## config.mk

```make
export PLATFORM = sky130hd
export DESIGN_NAME = ohlctr_res_fifo
export DESIGN_NICKNAME = d
export VERILOG_FILES = /design/src/ohlctr_pkg.sv /design/src/ohlctr_res_fifo.sv
export SDC_FILE = /design/constraint.sdc
export NUM_CORES = 1
export LEC_CHECK = 0
export ABC_CLOCK_PERIOD_IN_PS = 15800
export BUFFER_PORTS_ARGS = -buffer_cell sky130_fd_sc_hd__buf_4
export CORE_AREA = 2 2 225 227
export DETAILED_ROUTE_END_ITERATION = 8
export DIE_AREA = 0 0 227 229
export PLACE_DENSITY = 0.68
export SLEW_MARGIN = 20
export SYNTH_ARGS = -nofsm -noshare
export SYNTH_HDL_FRONTEND = slang
export SYNTH_SLANG_ARGS = --single-unit
```

## constraint.sdc

```tcl
create_clock -name clk_i -period 15.8 [get_ports clk_i]
set_input_delay 3.16 -clock clk_i [delete_from_list [all_inputs] [get_ports clk_i]]
set_output_delay 3.16 -clock clk_i [all_outputs]
set_load 0.02 [all_outputs]
```

## src/ohlctr_pkg.sv

```systemverilog
package ohlctr_pkg;

  // field widths
  localparam int unsigned PriceW    = 31;
  localparam int unsigned TimeW     = 32;
  localparam int unsigned PeriodW   = 17;
  localparam int unsigned LookbackW = 7;
  localparam int unsigned CfgIdxW   = 1;
  localparam int unsigned CfgDataW  = 17;

  // default history depth of the bar chain
  localparam int unsigned HistDepthDef = 64;

  localparam logic [PriceW-1:0]    PriceMax    = '1;
  localparam logic [PeriodW-1:0]   PeriodRst   = 17'd1800;
  localparam logic [LookbackW-1:0] LookbackRst = 7'd20;

  // configuration register indexes
  localparam logic [CfgIdxW-1:0] CfgPeriod   = 1'b0;
  localparam logic [CfgIdxW-1:0] CfgLookback = 1'b1;

  // running window extremes handed from cell to cell
  typedef struct packed {
    logic              vld;
    logic [PriceW-1:0] hi;
    logic [PriceW-1:0] lo;
  } scan_t;

  // one result item
  typedef struct packed {
    logic              bar_closed;
    logic [PriceW-1:0] bar_open;
    logic [PriceW-1:0] bar_high;
    logic [PriceW-1:0] bar_low;
    logic [PriceW-1:0] bar_close;
    logic [TimeW-1:0]  bar_begin_time;
    logic [TimeW-1:0]  bar_end_time;
    logic [PriceW-1:0] true_range;
    logic              true_range_valid;
    logic [PriceW-1:0] window_high;
    logic [PriceW-1:0] window_low;
  } res_t;

  // true range: high >= low always, so only the position of the previous close matters
  function automatic logic [PriceW-1:0] true_range_of(
    input logic [PriceW-1:0] hi,
    input logic [PriceW-1:0] lo,
    input logic [PriceW-1:0] pc
  );
    logic [PriceW-1:0] tr;
    if (pc > hi) begin
      tr = pc - lo;
    end else if (pc < lo) begin
      tr = hi - pc;
    end else begin
      tr = hi - lo;
    end
    return tr;
  endfunction

endpackage

```

## src/ohlctr_res_fifo.sv

```systemverilog
module ohlctr_res_fifo (
  input  logic               clk_i,
  input  logic               rst_ni,
  input  logic               push_i,
  input  ohlctr_pkg::res_t   push_data_i,
  output logic               space_o,
  output logic               out_valid_o,
  input  logic               out_ready_i,
  output ohlctr_pkg::res_t   out_data_o
);

  ohlctr_pkg::res_t mem_q [2];
  logic             wr_ptr_q, rd_ptr_q;
  logic [1:0]       cnt_q;
  logic             pop;

  assign out_valid_o = cnt_q != 2'd0;
  assign space_o     = cnt_q != 2'd2;
  assign pop         = out_valid_o && out_ready_i;
  assign out_data_o  = mem_q[rd_ptr_q];

  // pointers and fill level
  always_ff @(posedge clk_i or negedge rst_ni) begin
    if (!rst_ni) begin
      wr_ptr_q <= 1'b0;
      rd_ptr_q <= 1'b0;
      cnt_q    <= 2'd0;
    end else begin
      if (push_i) begin
        wr_ptr_q <= ~wr_ptr_q;
      end
      if (pop) begin
        rd_ptr_q <= ~rd_ptr_q;
      end
      cnt_q <= cnt_q + 2'(push_i) - 2'(pop);
    end
  end

  // entry storage
  always_ff @(posedge clk_i) begin
    if (push_i) begin
      mem_q[wr_ptr_q] <= push_data_i;
    end
  end

endmodule

```

==> out/qor.log <==
qor: floorplanning.placementRows 82
qor: timing.timing.final.setup_violations 0
qor: clock_network.clockBufferDepth 3
qor: grt.groute.usage.overall 17.83%
qor: timing.timing.max_slew.rel_slack 13.10%
qor: clock_network.cts_setup_buffers 0
qor: timing.setup-tns-final 0 ns
qor: floorplanning.core_area 49660 um^2
qor: worst_setup_path.worst_path_most_repeated_cell buf_4
qor: worst_setup_path.worst_path_max_delay_cell buf_4
qor: power_and_ir_drop.power_switching_share 31.09%
qor: clock_network.postCtsHoldBufs 0
qor: worst_setup_path.worst_path_dominant_cell_family buffers and inverters
qor: timing.worstMarginPinSlew 1.304 ns
qor: clock_network.cts_root_buffer clkbuf_16
qor: worst_setup_path.critical_path_peak_fanout 53
qor: power_and_ir_drop.total_power 5.341 mW
qor: timing.drv_slew 0
qor: grt.global_route_wire_length_before_repair 68.43 mm
qor: finish.n_fill_cell 3803
qor: timing.layout_worst_path_cycle_share 42.55%
qor: worst_setup_path.max_stage_delay 0.84 ns
qor: placement.numPlacedInstances 2118
qor: timing.fmax 148.8 MHz
qor: floorplanning.top_level_ports 572
qor: floorplanning.floorplan.initialDensity 43.81%
qor: grt.overflow_after_grt 0
qor: drt.drt_pre_antenna_iters 6
qor: clock_network.clk_pin_slew_worst_paths 0.06 ns
qor: worst_setup_path.worstSetupPathType register to primary output
qor: clock_network.cts_tree done
qor: floorplanning.die_w 227 um
qor: drt.detail_route.iter0.violations 549
qor: finish.area.growth.synth_to_final 30.29%
qor: power_and_ir_drop.p_per_area 188.4 nW/um^2
qor: placement.dp_hpwl 32.87 mm
qor: finish.final_core_utilization 57.08%
qor: floorplanning.design.die.area 51980 um^2
qor: synthesis.synthesis.yosys.warnings 0
qor: worst_setup_path.critical_path_required 12.64 ns
qor: drt.drc_violation_count_after_routing 0
qor: power_and_ir_drop.power.leakage 11.28 nW
qor: timing.finalHoldViolCount 0
qor: worst_setup_path.cp.buffers_inverters 3
qor: power_and_ir_drop.power.internal 3.681 mW
qor: worst_setup_path.arrival_worst_endpoint 3.56 ns
qor: drt.detail_route.vias_per_cell 4.765
qor: clock_network.clk_latency 0.59 ns
qor: clock_network.cts_inserted_buffers 57
qor: synthesis.seq_area_frac_synth 78.59%
qor: placement.globalplace.congestion 0.8297
qor: power_and_ir_drop.pwr-share-clk 23.2%
qor: clock_network.ctsHtreeMaxLevel 2
qor: synthesis.synth_area 21750 um^2
qor: power_and_ir_drop.combPwrFrac 37.4%
qor: synthesis.post_synthesis_cells 898
qor: clock_network.cts.sinks 570
qor: min_path.worstHoldPathType register to register
qor: floorplanning.die_h 229 um
qor: placement.number_of_buffers_added_on_ports 571
qor: worst_setup_path.crit_path_cell_trace buf_4 > buf_4 > mux2_4 > buf_4
qor: synthesis.ys_types 17
qor: finish.layout-drive-gt1-share 60.70%
qor: clock_network.post_cts.resized_instances 0
qor: timing.min_period 6.722 ns
qor: worst_setup_path.critPathLaunchType register
qor: finish.layoutNonFillerInstCount 2226
qor: drt.ant_nets 0
qor: timing.fin_hold_ws 0.5567 ns
qor: drt.vias 10610
qor: drt.detailed_route_wire_length_per_cell 21.48 um
qor: timing.fin_worst_skew 0.01156 ns
qor: synthesis.synthesis.area_per_instance 24.23 um^2
qor: power_and_ir_drop.switch_pwr 1.661 mW
qor: power_and_ir_drop.pwr-share-seq 39.4%
qor: finish.numnets_final 1795
qor: worst_setup_path.setup.worst_path.end_class primary output
qor: grt.grt_pass1_vias 11300
qor: drt.drt_wl_total 47.82 mm
qor: grt.antenna_found_initial 8
qor: synthesis.syn-num-nets 1187
qor: run.max_cap_violations 0
qor: timing.rsz_0062_raised_after_global_routing no
qor: synthesis.synth.ff_latch_count 570
qor: outcome.result_of_the_run finished, final reports clean
qor: grt.grt_start_max_net_pins 162
qor: power_and_ir_drop.max-vdd-ir-drop 0.1393 mV
==> cell families (layout without fill, tap and decap cells) <==
group                    count (synthesis)  count (layout)  share of synthesized area (%)
AO/OA/AOI/OAI                            1               1                        0.03452
XOR/XNOR                                 4               4                         0.1611
adder cells (fa/ha/maj)                  2               2                         0.1150
buffers and inverters                   34             683                          1.863
flip-flops                             570             570                          78.59
multiplexers                           283             283                          19.13
other                                    0               7                              0
AND/OR/NAND/NOR                          4               4                         0.1036
==> final cells by class <==
cell class,count,area [um^2],area share [%]
clock buffer,69,1514,5.341
tap,672,840.8,2.966
antenna,7,17.52,0.06180
clock inverter,31,193.9,0.6842
timing repair buffer,581,4407,15.55
sequential,570,17100,60.33
multi-input combinational,294,4263,15.04
inverter,2,7.507,0.02649
==> layer usage <==
| layer | share of wire (%) | vias to the layer above | global-route usage (%) |
|---|---|---|---|
| met5 | 0.023 | - | 0 |
| met4 | 3.2 | 2 | 7.026 |
| met3 | 10 | 92 | 7.210 |
| met2 | 51 | 411 | 30.79 |
| met1 | 36 | 5292 | 19.47 |
| li1 | - | 4811 | - |
==> cells in the final DEF, fill, tap and decap left out, types with 3 or more instances in the layout <==
cell,n
clkinv_2,6
mux2_2,23
clkinv_1,19
clkbuf_16,59
dfrtp_1,3
diode_2,7
mux2_4,260
buf_4,578
edfxtp_1,566
clkbuf_1,10
==> synth_stat cells (all sizes together) <==
cell / instances / share of area [%]
edfxtp: 566 / 78
mux2: 283 / 19
buf: 32 / 1.8
dfrtp: 4 / 0.46
ha: 2 / 0.12
inv: 2 / 0.035
xnor2: 2 / 0.081
xor2: 2 / 0.081
and2: 1 / 0.029
nand2: 1 / 0.017
nor2b: 1 / 0.029
o21a: 1 / 0.035
or2: 1 / 0.029
==> registers in the layout, indices dropped and copies added (netlist names) <==
| name | flops |
|---|---|
| wr_ptr_q | 1 |
| mem_q | 566 |
| rd_ptr_q | 1 |
| cnt_q | 2 |
==> stage by stage <==
stage | setup slack (ns) | area [um^2]
2_1_floorplan | 4.834 | 21760
3_3_place_gp | 9.235 | 26590
3_5_place_dp | 9.166 | 26590
4_1_cts | 8.500 | 28300
5_1_grt | 8.901 | 28340
6_report | 9.078 | 28340
==> power by group through the flow <==
stage               sequential (mW)  clock (mW)  combinational (mW)
global placement               2.15           0                1.98
floorplan                      2.18           0                1.37
finish                         2.10        1.24                2.00
global route                   2.13        1.33                2.10
detailed placement             2.16           0                1.99
CTS                            2.13        1.27                1.99
==> path summary, 6_finish.rpt <==
check,slack (ns),cells after the start,from,endpoint
setup / recovery,9.08,4,rd_ptr_q$_DFFE_PN0P_,out_data_o[65]
hold / removal,0.56,1,wr_ptr_q$_DFFE_PN0P_,wr_ptr_q$_DFFE_PN0P_
setup reg to reg,12.16,4,wr_ptr_q$_DFFE_PN0P_,mem_q[0][76]$_DFFE_PP_
hold reg to reg,0.56,1,wr_ptr_q$_DFFE_PN0P_,wr_ptr_q$_DFFE_PN0P_
max in group asynchronous,13.33,1,rst_ni,rd_ptr_q$_DFFE_PN0P_
min in group asynchronous,2.36,1,rst_ni,wr_ptr_q$_DFFE_PN0P_
(Power assumes the default switching activity.)
