`src/ohlctr_pkg.sv`:
```
package ohlctr_pkg;

  // field widths
  localparam int unsigned PriceW    = 31;
  localparam int unsigned TimeW     = 32;
  localparam int unsigned PeriodW   = 17;
  localparam int unsigned LookbackW = 7;
  localparam int unsigned CfgIdxW   = 1;
  localparam int unsigned CfgDataW  = 17;

  // default history depth of the bar chain
  localparam int unsigned HistDepthDef = 64;

  localparam logic [PriceW-1:0]    PriceMax    = '1;
  localparam logic [PeriodW-1:0]   PeriodRst   = 17'd1800;
  localparam logic [LookbackW-1:0] LookbackRst = 7'd20;

  // configuration register indexes
  localparam logic [CfgIdxW-1:0] CfgPeriod   = 1'b0;
  localparam logic [CfgIdxW-1:0] CfgLookback = 1'b1;

  // running window extremes handed from cell to cell
  typedef struct packed {
    logic              vld;
    logic [PriceW-1:0] hi;
    logic [PriceW-1:0] lo;
  } scan_t;

  // one result item
  typedef struct packed {
    logic              bar_closed;
    logic [PriceW-1:0] bar_open;
    logic [PriceW-1:0] bar_high;
    logic [PriceW-1:0] bar_low;
    logic [PriceW-1:0] bar_close;
    logic [TimeW-1:0]  bar_begin_time;
    logic [TimeW-1:0]  bar_end_time;
    logic [PriceW-1:0] true_range;
    logic              true_range_valid;
    logic [PriceW-1:0] window_high;
    logic [PriceW-1:0] window_low;
  } res_t;

  // true range: high >= low always, so only the position of the previous close matters
  function automatic logic [PriceW-1:0] true_range_of(
    input logic [PriceW-1:0] hi,
    input logic [PriceW-1:0] lo,
    input logic [PriceW-1:0] pc
  );
    logic [PriceW-1:0] tr;
    if (pc > hi) begin
      tr = pc - lo;
    end else if (pc < lo) begin
      tr = hi - pc;
    end else begin
      tr = hi - lo;
    end
    return tr;
  endfunction

endpackage

```
`src/ohlctr_hist_cell.sv`:
```
module ohlctr_hist_cell #(
  parameter int unsigned Idx          = 0,
  parameter int unsigned HistoryDepth = ohlctr_pkg::HistDepthDef
) (
  input  logic                                clk_i,
  input  logic                                rst_ni,
  input  logic                                shift_i,
  input  logic [ohlctr_pkg::PriceW-1:0]       hi_i,
  input  logic [ohlctr_pkg::PriceW-1:0]       lo_i,
  output logic [ohlctr_pkg::PriceW-1:0]       hi_o,
  output logic [ohlctr_pkg::PriceW-1:0]       lo_o,
  input  logic [$clog2(HistoryDepth+1)-1:0]   span_i,
  input  ohlctr_pkg::scan_t                   tok_i,
  output ohlctr_pkg::scan_t                   tok_o
);

  localparam int unsigned CntW = $clog2(HistoryDepth + 1);

  logic [ohlctr_pkg::PriceW-1:0] hi_q, lo_q;
  logic                          vld_q;
  logic [ohlctr_pkg::PriceW-1:0] acc_hi_q, acc_lo_q;
  logic [ohlctr_pkg::PriceW-1:0] acc_hi_d, acc_lo_d;
  logic                          in_win;

  // this cell holds the bar of age Idx; it counts only inside the window
  assign in_win = CntW'(Idx) < span_i;

  always_comb begin
    acc_hi_d = tok_i.hi;
    acc_lo_d = tok_i.lo;
    if (in_win) begin
      if (hi_q > tok_i.hi) begin
        acc_hi_d = hi_q;
      end
      if (lo_q < tok_i.lo) begin
        acc_lo_d = lo_q;
      end
    end
  end

  // scan token valid
  always_ff @(posedge clk_i or negedge rst_ni) begin
    if (!rst_ni) begin
      vld_q <= 1'b0;
    end else begin
      vld_q <= tok_i.vld;
    end
  end

  // stored bar and accumulator payload
  always_ff @(posedge clk_i) begin
    if (shift_i) begin
      hi_q <= hi_i;
      lo_q <= lo_i;
    end
    if (tok_i.vld) begin
      acc_hi_q <= acc_hi_d;
      acc_lo_q <= acc_lo_d;
    end
  end

  assign hi_o  = hi_q;
  assign lo_o  = lo_q;
  assign tok_o = '{vld: vld_q, hi: acc_hi_q, lo: acc_lo_q};

endmodule

```
`config.mk`:
```
export PLATFORM = sky130hd
export DESIGN_NAME = ohlctr_hist_cell
export DESIGN_NICKNAME = d
export VERILOG_FILES = /design/src/ohlctr_pkg.sv /design/src/ohlctr_hist_cell.sv
export SDC_FILE = /design/constraint.sdc
export NUM_CORES = 1
export LEC_CHECK = 0
export ABC_AREA = 1
export BUFFER_PORTS_ARGS = -buffer_cell sky130_fd_sc_hd__buf_2
export CAP_MARGIN = 10
export CELL_PAD_IN_SITES_DETAIL_PLACEMENT = 1
export CELL_PAD_IN_SITES_GLOBAL_PLACEMENT = 1
export CORE_MARGIN = 5
export CORE_UTILIZATION = 36
export CTS_CLUSTER_DIAMETER = 80
export DETAILED_ROUTE_END_ITERATION = 16
export PLACE_DENSITY_LB_ADDON = 0.1
export SYNTH_ARGS = -nofsm -noshare
export SYNTH_HDL_FRONTEND = slang
export SYNTH_SLANG_ARGS = --single-unit
```
`constraint.sdc`:
```
create_clock -name clk_i -period 2.8 [get_ports clk_i]
set_clock_uncertainty 0.15 [all_clocks]
set_input_delay 0.56 -clock clk_i [delete_from_list [all_inputs] [get_ports clk_i]]
set_output_delay 0.56 -clock clk_i [all_outputs]
set_load 0.02 [all_outputs]
```
==> flow_summary.yaml, run 1 <==
grt:
  grt_first_pass_wirelength_um: 30900
  grt_antenna_before_repair: 1
  grt_max_degree: 64
  grt_overflow: 0
  grt_util_all_layers_pct: 19.8
  grt_pass1_vias: 6088
cells_and_area:
  postLayoutCoreUtil_pct: 49.0
  nNetsFinal: 1078
  layout-drive-gt1-share_pct: 34.3
  areaGrowthSynthToFinish_pct: 33.6
  num-fill-cells: 2033
clocking:
  htreeDepth: 4
  cts_tree: "built"
  numClockSinks: 125
  cts_root_buf: "clkbuf_16"
  cts_buffers: 17
  clock_path_buffers: 2
  cts_resized: 0
  clk_latency_ns: 0.42
  clkTransAtPathRegs_ns: 0.06
routing:
  wl_per_cell_um: 17.7
  via_per_inst: 4.80
  dr.pass1.iters: 4
  ant_nets: 0
  routed-via-count: 5381
  drtIter0Drc: 221
  drc: 0
  finalWirelength_um: 19800
die:
  num_rows: 48
  die_h_um: 143
  core_um2: 17300
  start_util_pct: 36.7
  pin_count: 260
  die_x_um: 143
  fp.dieArea_um2: 20400
synthesis:
  synth-seq-area-share_pct: 59.1
  yosys_warnings: 0
  synth-seq-cells: 125
  synth_nets: 807
  synthMuxAreaShare_pct: 0
  synth.avg_cell_area_um2: 10.4
  synth-compound-area-share_pct: 3.08
  synthesis.area_um2: 6340
  postSynthCellCount: 611
  synthXorXnorAreaFrac_pct: 0
  yosysUniqueCellTypes: 23
  synthAdderAreaFrac_pct: 12.0
  synth_top_family_by_area: "simple AND/OR/NAND/NOR gates"
  synth_simple_gate_area_share_pct: 19.0
timing:
  rsz0062_at_grt: "no"
  finalWorstSetupSlack_ns: 0.385
  worst_slew_pin_slew_ns: 0.495
  min_period_over_period_pct: 86.2
  setup_viol: 0
  fin_crit_ns: 2.41
  slew_violations: 0
  setup_tns_ns: 0
  timing.fmax_mhz: 414
  max_slew_margin_pct: 67.0
  hold_viol_final: 0
pwr:
  vdd_drop_max_uv: 421
  p_switching_mw: 1.65
  leakage_nw: 4.31
  p_int_mw: 3.89
  swShare_pct: 29.7
  p_clk_share_pct: 36.5
  comb_power_share_pct: 20.3
  cellPowerDensity_nw_per_um2: 654
  p_seq_share_pct: 43.2
setup_path:
  critical_path_class: "flop to flop"
  crit_buf_inv: 0
  path_delay_family: "simple AND/OR/NAND/NOR gates"
  crit_slowest_cell: "edfxtp_1"
  startpoint_type: "flop"
  slowest_delay_ns: 0.44
  crit_fanout: 31
  end_kind: "flop"
  critPathMostFrequentCell: "nand2_1"
  cp_data_arrival_time_ns: 2.43
  cp_cell_sequence: "ha_1 -> nand2_1 -> nor2_1 -> nand4_1 -> nor2_2 -> nand2_1 -> nand2_2 -> nand2_4 -> nand2_1 -> nand2_1"
  critPathRequiredTime_ns: 2.81
run:
  drv_cap: 0
placed_design:
  dp_worst_setup_slack_ns: 0.136
  portBuffers: 259
  hpwl_um: 15100
  gp_congestion: 0.815
outcome:
  outcome: "finished clean"
min_path:
  min_path_type: "input pin to flop"
worst paths after layout:
path,startpoint,endpoint,slack (ns),depth (start not counted)
max in group asynchronous,rst_ni,vld_q$_DFF_PN0_,2.11,2
worst min register to register,lo_o[0]$_DFFE_PP_,acc_lo_q[0]$_DFFE_PP_,0.46,2
worst max-delay path,hi_o[22]$_DFFE_PP_,acc_hi_q[16]$_DFFE_PP_,0.39,10
worst min-delay path,lo_i[18],lo_o[18]$_DFFE_PP_,0.16,1
worst max register to register,hi_o[22]$_DFFE_PP_,acc_hi_q[16]$_DFFE_PP_,0.39,10
min in group asynchronous,rst_ni,vld_q$_DFF_PN0_,0.31,2
placed cells by master, fill, tap and decap left out, types with 4 or more instances in the layout:
cell type / Yosys / routed
inv_1: 79 / 79
nand3_1: 65 / 65
clkinv_2: 0 / 5
buf_4: 4 / 8
nor2_1: 18 / 18
nand2_1: 194 / 194
o21ai_0: 4 / 4
clkbuf_16: 0 / 17
nand4_1: 5 / 5
ha_1: 61 / 61
a21oi_1: 24 / 24
clkinvlp_4: 0 / 5
edfxtp_1: 124 / 124
buf_2: 12 / 259
power by group through the flow:
stage	logic (mW)	registers, mW	clock network [mW]
after floorplan	0.433	2.64	0
after global placement	1.09	2.43	0
after detailed placement	1.14	2.43	0
after CTS	1.15	2.40	2.07
after global routing	1.25	2.41	2.18
final	1.12	2.39	2.02
cells by family (layout without fill, tap and decap cells):
kind of cell	Yosys count	after routing
buffers and inverters	100	384
adder cells (fa/ha/maj)	61	61
AO/OA/AOI/OAI	35	35
other	0	1
flip-flops	125	125
AND/OR/NAND/NOR	290	290
layout make-up:
class / instances / area [µm²] / area share [%]
tap: 225 / 282 / 3.32
clock inverter: 14 / 104 / 1.23
clock buffer: 18 / 429 / 5.07
inverter: 81 / 304 / 3.59
antenna: 1 / 2.50 / 0.0296
timing repair buffer: 271 / 1430 / 16.8
multi-input combinational: 386 / 2170 / 25.6
sequential: 125 / 3750 / 44.3
Yosys cell counts, drive strengths merged:
cell type	instances	share of area, %
inv	81	4.8
nor2b	1	0.099
ha	61	12
edfxtp	124	59
o21ai	4	0.32
a21oi	26	2.2
nand2	196	12
a21o	3	0.36
o21bai	1	0.12
dfrtp	1	0.39
nor2	21	1.4
o21a	1	0.12
nand3	65	5.1
buf	19	2.0
nor3	2	0.16
nand4	5	0.49
worst register-to-register path, delay by kind of cell, from the launching register on:
family	cells	cell delay, ns
fa+ha+maj	1	0.33
simple gates	9	1.24
flops	1	0.44
sequential cells by signal, indices dropped and copies added (netlist names):
register and cells:
acc_hi_q 31, acc_lo_q 31, hi_o 31, lo_o 31
vld_q 1
per-layer routing:
layer | wire length, µm | up-vias | part of all wire (%) | global-route usage [%]
met5 | 0 | - | 0 | 0
met1 | 7410 | 2593 | 37 | 20.5
li1 | - | 2592 | - | -
met2 | 10800 | 180 | 54 | 37.6
met4 | 255 | 0 | 1.3 | 6.15
met3 | 1420 | 16 | 7.1 | 6.36
through the flow:
step                      cells  cell area (µm²)  power (mW)  hold WS [ns]
after floorplan             611             6340        3.07         0.114
after global placement     1087             7920        3.51         0.186
after detailed placement   1087             7920        3.57         0.187
after CTS                  1120             8460        5.62         0.139
after global routing       1121             8470        5.84         0.133
final                      1121             8470        5.54         0.162
timing repair:
action	CTS	global route
buffers inserted	0	0
hold buffers	1	0
setup endpoints to repair	0	0
hold endpoints to repair	1	0
No activity file was read; power rests on OpenSTA's default activity.
==> inputs of run 2 (changes only) <==
--- a/constraint.sdc
+++ b/constraint.sdc
@@ -3,3 +3,3 @@
 set_input_delay 0.56 -clock clk_i [delete_from_list [all_inputs] [get_ports clk_i]]
 set_output_delay 0.56 -clock clk_i [all_outputs]
-set_load 0.02 [all_outputs]
+set_load 0.05 [all_outputs]
==> run 2 against run 1 <==
Sequential share of layout area fell by 0.18 points; global-route usage fell by 0.38 points; clock power rose by 4%; critical path depth did not move; flip-flop and latch count did not move; largest cell class unchanged; largest power group unchanged.
==> flow_summary.yaml, run 2 (same netlist as run 1, synthesis figures left out) <==
clocking:
  clock_path_buffers: 2
  cts_buffers: 17
  clkTransAtPathRegs_ns: 0.06
  cts_tree: "built"
  clk_latency_ns: 0.42
  cts_root_buf: "clkbuf_16"
  numClockSinks: 125
  cts_resized: 0
  post-cts-setup-buffers: 0
  htreeDepth: 4
setup_path:
  end_kind: "flop"
  cp_data_arrival_time_ns: 2.39
  crit_slowest_cell: "edfxtp_1"
  slowest_delay_ns: 0.43
  startpoint_type: "flop"
  cp_cell_sequence: "ha_1 -> nand2_1 -> nor2_1 -> nand4_1 -> nor2_2 -> nand2_1 -> nand2_2 -> nand2_4 -> nand2_1 -> nand2_1"
  critical_path_class: "flop to flop"
  critPathMostFrequentCell: "nand2_1"
  r2r_end: "acc_hi_q[21]$_DFFE_PP_"
  rrSetupSlack_ns: 0.43
  critPathRequiredTime_ns: 2.81
  crit_fanout: 31
  r2r-start: "hi_o[30]$_DFFE_PP_"
  startpoint: "hi_o[30]$_DFFE_PP_"
  r2r_cells: 10
placed_design:
  portBuffers: 259
  hpwl_um: 15000
  gp_congestion: 0.816
routing:
  via_per_inst: 4.82
  drtIter0Drc: 162
  ant_nets: 0
  wl_per_cell_um: 17.2
  drc: 0
  dr.pass1.iters: 4
  finalWirelength_um: 19300
  routed-via-count: 5406
pwr:
  power_mw: 6.01
  vdd_drop_max_uv: 422
  cellPowerDensity_nw_per_um2: 706
  swShare_pct: 34.7
  p_int_mw: 3.92
  leakage_nw: 4.33
  p_switching_mw: 2.09
  p_seq_share_pct: 39.8
  p_clk_share_pct: 35.0
  comb_power_share_pct: 25.2
cells_and_area:
  layout-drive-gt1-share_pct: 34.7
  final_cell_mix: "buf_2, nand2_1, edfxtp_1"
  layout_commonest_cell: "buf_2"
  nNetsFinal: 1078
  multi_input_area_um2: 2170
  regArea_um2: 3750
  areaGrowthSynthToFinish_pct: 34.1
  num-fill-cells: 2016
timing:
  slew_violations: 0
  setup_viol: 0
  max_slew_margin_pct: 66.9
  min_period_over_period_pct: 84.8
  hold_viol_final: 0
  setup_tns_ns: 0
  worst_slew_pin_slew_ns: 0.497
  rsz0062_at_grt: "no"
  timing.fmax_mhz: 421
  fin_crit_ns: 2.37
grt:
  grt_first_pass_wirelength_um: 30700
  grt_overflow: 0
  grt_util_all_layers_pct: 19.4
  grt_max_degree: 64
  grt_pass1_vias: 6171
  grt_antenna_before_repair: 3
die:
  num_rows: 48
  start_util_pct: 36.7
  core_um2: 17300
  die_h_um: 143
  die_x_um: 143
  pin_count: 260
  fp.dieArea_um2: 20400
run:
  drv_cap: 0
min_path:
  hold_depth: 1
  min_to: "hi_o[7]$_DFFE_PP_"
  min_path_type: "input pin to flop"
  min_from: "hi_i[7]"
outcome:
  outcome: "finished clean"
==> run 2: changes by cell type in the layout (fill, tap and decap cells not counted), sizes merged <==
cell	before	now
clkinv	8	7
clkbuf	18	17
inv	81	83
==> run 2: worst max-delay path by stage <==
stage / to / cells after the start
final: acc_hi_q[21]$_DFFE_PP_ / 10
after global routing: acc_hi_q[21]$_DFFE_PP_ / 12
after CTS: acc_hi_q[21]$_DFFE_PP_ / 10
after detailed placement: acc_hi_q[14]$_DFFE_PP_ / 12
after global placement: acc_hi_q[14]$_DFFE_PP_ / 12
after floorplan: acc_hi_q[10]$_DFFE_PP_ / 13
==> run 2: critical path: cells and delay by family (launching register included) <==
kind | cells | cell delay [ns]
flops | 1 | 0.43
simple gates | 9 | 1.21
fa+ha+maj | 1 | 0.33
==> run 2: repair_timing <==
action,4_1_cts,5_1_grt
hold buffers,1,0
hold endpoints to repair,1,0
endpoints found under the setup margin,0,0
==> run 2: layout make-up <==
cell class / count / area share (%)
diodes: 1 / 0.0294
clock buffers: 17 / 5.00
clock inverters: 15 / 1.68
inverters: 81 / 3.58
multi-input cells: 386 / 25.5
flip-flops and latches: 125 / 44.1
well taps: 225 / 3.31
repair buffers: 271 / 16.8
==> run 2: power groups by stage <==
| stage | sequential, mW | clock [mW] | combinational [mW] |
|---|---|---|---|
| after CTS | 2.40 | 2.15 | 1.54 |
| after global routing | 2.41 | 2.27 | 1.64 |
| after floorplan | 3.03 | 0 | 0.435 |
| after global placement | 2.42 | 0 | 1.48 |
| final | 2.39 | 2.10 | 1.51 |
| after detailed placement | 2.43 | 0 | 1.53 |
==> run 2: through the flow <==
step                hold WS [ns]  util (%)  instances  area [µm²]  setup slack (ns)
finish                     0.164      49.2       1121        8500             0.426
global route               0.136      49.2       1121        8500             0.219
CTS                        0.142      49.1       1120        8500             0.403
detailed placement         0.186      45.8       1087        7920             0.177
global placement           0.186      45.8       1087        7920             0.264
floorplan                  0.114         -        611        6340             0.493
==> run 2: routing by layer <==
layer	global-route usage [%]	up-vias	part of all wire (%)
met5	0	-	0.14
met4	6.10	4	2.1
li1	-	2591	-
met2	35.9	181	53
met1	20.6	2596	38
met3	6.66	34	7.4
==> inputs of run 3 (changes only) <==
- clock period: 2.8 -> 2.23 ns (I/O delays scaled with it)
==> run 3 against run 2 <==
Combinational power up 58%; clock power increased by 30%; via count increased by 6.6%; sequential share of layout area down 5.6 points; the run now ends with negative setup slack left; utilization increased by 7.2 points; wire length up 14%; non-clock buffer count rose by 60; cell area increased by 15%; count of clock-buffer cells in the layout did not move; maximum frequency is 2.7% higher.
==> flow_summary.yaml, run 3 (same netlist as run 1, synthesis figures left out) <==
setup_path:
  r2r-start: "hi_o[20]$_DFFE_PP_"
  cp_data_arrival_time_ns: 2.34
  end_kind: "flop"
  rrSetupSlack_ns: -0.08
  startpoint_type: "flop"
  critical_path_class: "flop to flop"
  r2r_cells: 12
  critPathRequiredTime_ns: 2.26
  crit_fanout: 4
  r2r_end: "acc_hi_q[27]$_DFFE_PP_"
clocking:
  clk_latency_ns: 0.42
  htreeDepth: 4
  cts_tree: "built"
  clock_path_buffers: 2
  cts_buffers: 17
  numClockSinks: 125
  cts_root_buf: "clkbuf_16"
  clkTransAtPathRegs_ns: 0.06
placed_design:
  portBuffers: 259
  placedCellCount: 1121
  gp_congestion: 0.796
  hpwl_um: 15500
  dp_worst_setup_slack_ns: -0.326
routing:
  dr.pass1.iters: 4
  wl_per_cell_um: 18.7
  finalWirelength_um: 22100
  drc: 0
  via_per_inst: 4.87
  ant_nets: 0
  routed-via-count: 5763
  drtIter0Drc: 222
grt:
  grt_util_all_layers_pct: 20.1
  grt_first_pass_wirelength_um: 31700
  grt_max_degree: 64
  grt_overflow: 0
  grt_pass1_vias: 6120
  grt_antenna_before_repair: 4
cells_and_area:
  num-fill-cells: 1962
  layout-drive-gt1-share_pct: 49.1
  nNetsFinal: 1140
  layout.cells.non_filler: 1183
  final_cell_mix: "buf_2, nand2_1, edfxtp_1"
  layout_commonest_cell: "buf_2"
  multi_input_area_um2: 2800
  areaGrowthSynthToFinish_pct: 53.7
  regArea_um2: 3750
min_path:
  min_from: "hi_i[18]"
  min_to: "hi_o[18]$_DFFE_PP_"
  min_path_type: "input pin to flop"
  hold_depth: 1
pwr:
  leakage_nw: 4.80
  cellPowerDensity_nw_per_um2: 832
  vdd_drop_max_uv: 537
die:
  num_rows: 48
  core_um2: 17300
  fp.dieArea_um2: 20400
  die_h_um: 143
  die_x_um: 143
  pin_count: 260
  start_util_pct: 36.7
timing:
  max_slew_margin_pct: 73.6
  min_period_over_period_pct: 104
  worst_slew_pin_slew_ns: 0.396
  finalWorstSetupSlack_ns: -0.0816
  fin_crit_ns: 2.31
  timing.fmax_mhz: 433
  setup_tns_ns: -1.31
  hold_viol_final: 0
  slew_violations: 0
  rsz0062_at_grt: "yes"
  setup_viol: 45
run:
  drv_cap: 0
outcome:
  outcome: "complete, but fails checks"
  violations: "negative setup slack"
==> run 3: cell count changes in the layout (fill, tap and decap cells not counted), sizes merged <==
cell and delta:
buf +57, clkinv -1, nand2 +2, bufinv +1
clkbuf +3, inv +1, clkinvlp -1
==> run 3: worst max-delay path by stage <==
stage,from,end,cells after the start
after floorplan,hi_o[30]$_DFFE_PP_,acc_hi_q[10]$_DFFE_PP_,11
after global placement,tok_i[61],acc_hi_q[14]$_DFFE_PP_,12
after CTS,hi_o[28]$_DFFE_PP_,acc_hi_q[27]$_DFFE_PP_,11
after global routing,hi_o[26]$_DFFE_PP_,acc_hi_q[2]$_DFFE_PP_,11
final,hi_o[20]$_DFFE_PP_,acc_hi_q[27]$_DFFE_PP_,12
after detailed placement,tok_i[61],acc_hi_q[18]$_DFFE_PP_,12
==> run 3: metal layers <==
metal / up-vias / wire length (µm) / part of all wire (%) / global-route usage (%)
li1: 2725 / - / - / -
met1: 2807 / 8720 / 39 / 22.9
met2: 193 / 11500 / 52 / 35.6
met3: 32 / 1600 / 7.3 / 7.40
met4: 6 / 285 / 1.3 / 5.75
met5: - / 39 / 0.18 / 0
==> run 3: worst max-delay path: stages (launching register included) <==
cell      delay (ns)
edfxtp_1        0.46
ha_4            0.31
nand2_2         0.06
nor2_4          0.11
nand4_1         0.12
nor2_2          0.17
buf_6           0.12
a21oi_4         0.06
buf_12          0.13
buf_6           0.11
buf_6           0.12
nand3_2         0.08
nand2_2         0.06
==> run 3: per-stage QoR <==
| step | utilization [%] | instance area [µm²] | power [mW] | hold slack, ns |
|---|---|---|---|---|
| finish | 56.3 | 9740 | 8.10 | 0.0448 |
| detailed placement | 47.5 | 8210 | 5.06 | 0.0783 |
| floorplan | - | 6350 | 4.37 | 0.000409 |
| global placement | 47.5 | 8210 | 4.98 | 0.0711 |
| global route | 56.3 | 9740 | 8.47 | 0.0163 |
| CTS | 51.6 | 8920 | 7.83 | 0.0264 |
==> run 3: what timing repair did <==
action	4_1_cts	5_1_grt
hold buffers	1	0
setup endpoints to repair	62	62
cloned	0	6
resized for setup	18	124
pin swaps	10	44
hold endpoints to repair	1	0
buffers inserted	7	17
==> run 3: layout make-up <==
type	instances	area share [%]
clock inverters	15	1.50
inverters	81	3.12
flip-flops and latches	125	38.5
multi-input cells	388	28.7
repair buffers	331	20.9
well taps	225	2.89
clock buffers	17	4.37
diodes	1	0.0257
==> run 3: report_power, final <==
part	switching [mW]	total [mW]	internal [mW]
logic	1.62	2.38	0.758
clock network	1.08	2.72	1.64
registers	0.120	3.00	2.88
total	2.82	8.10	5.28
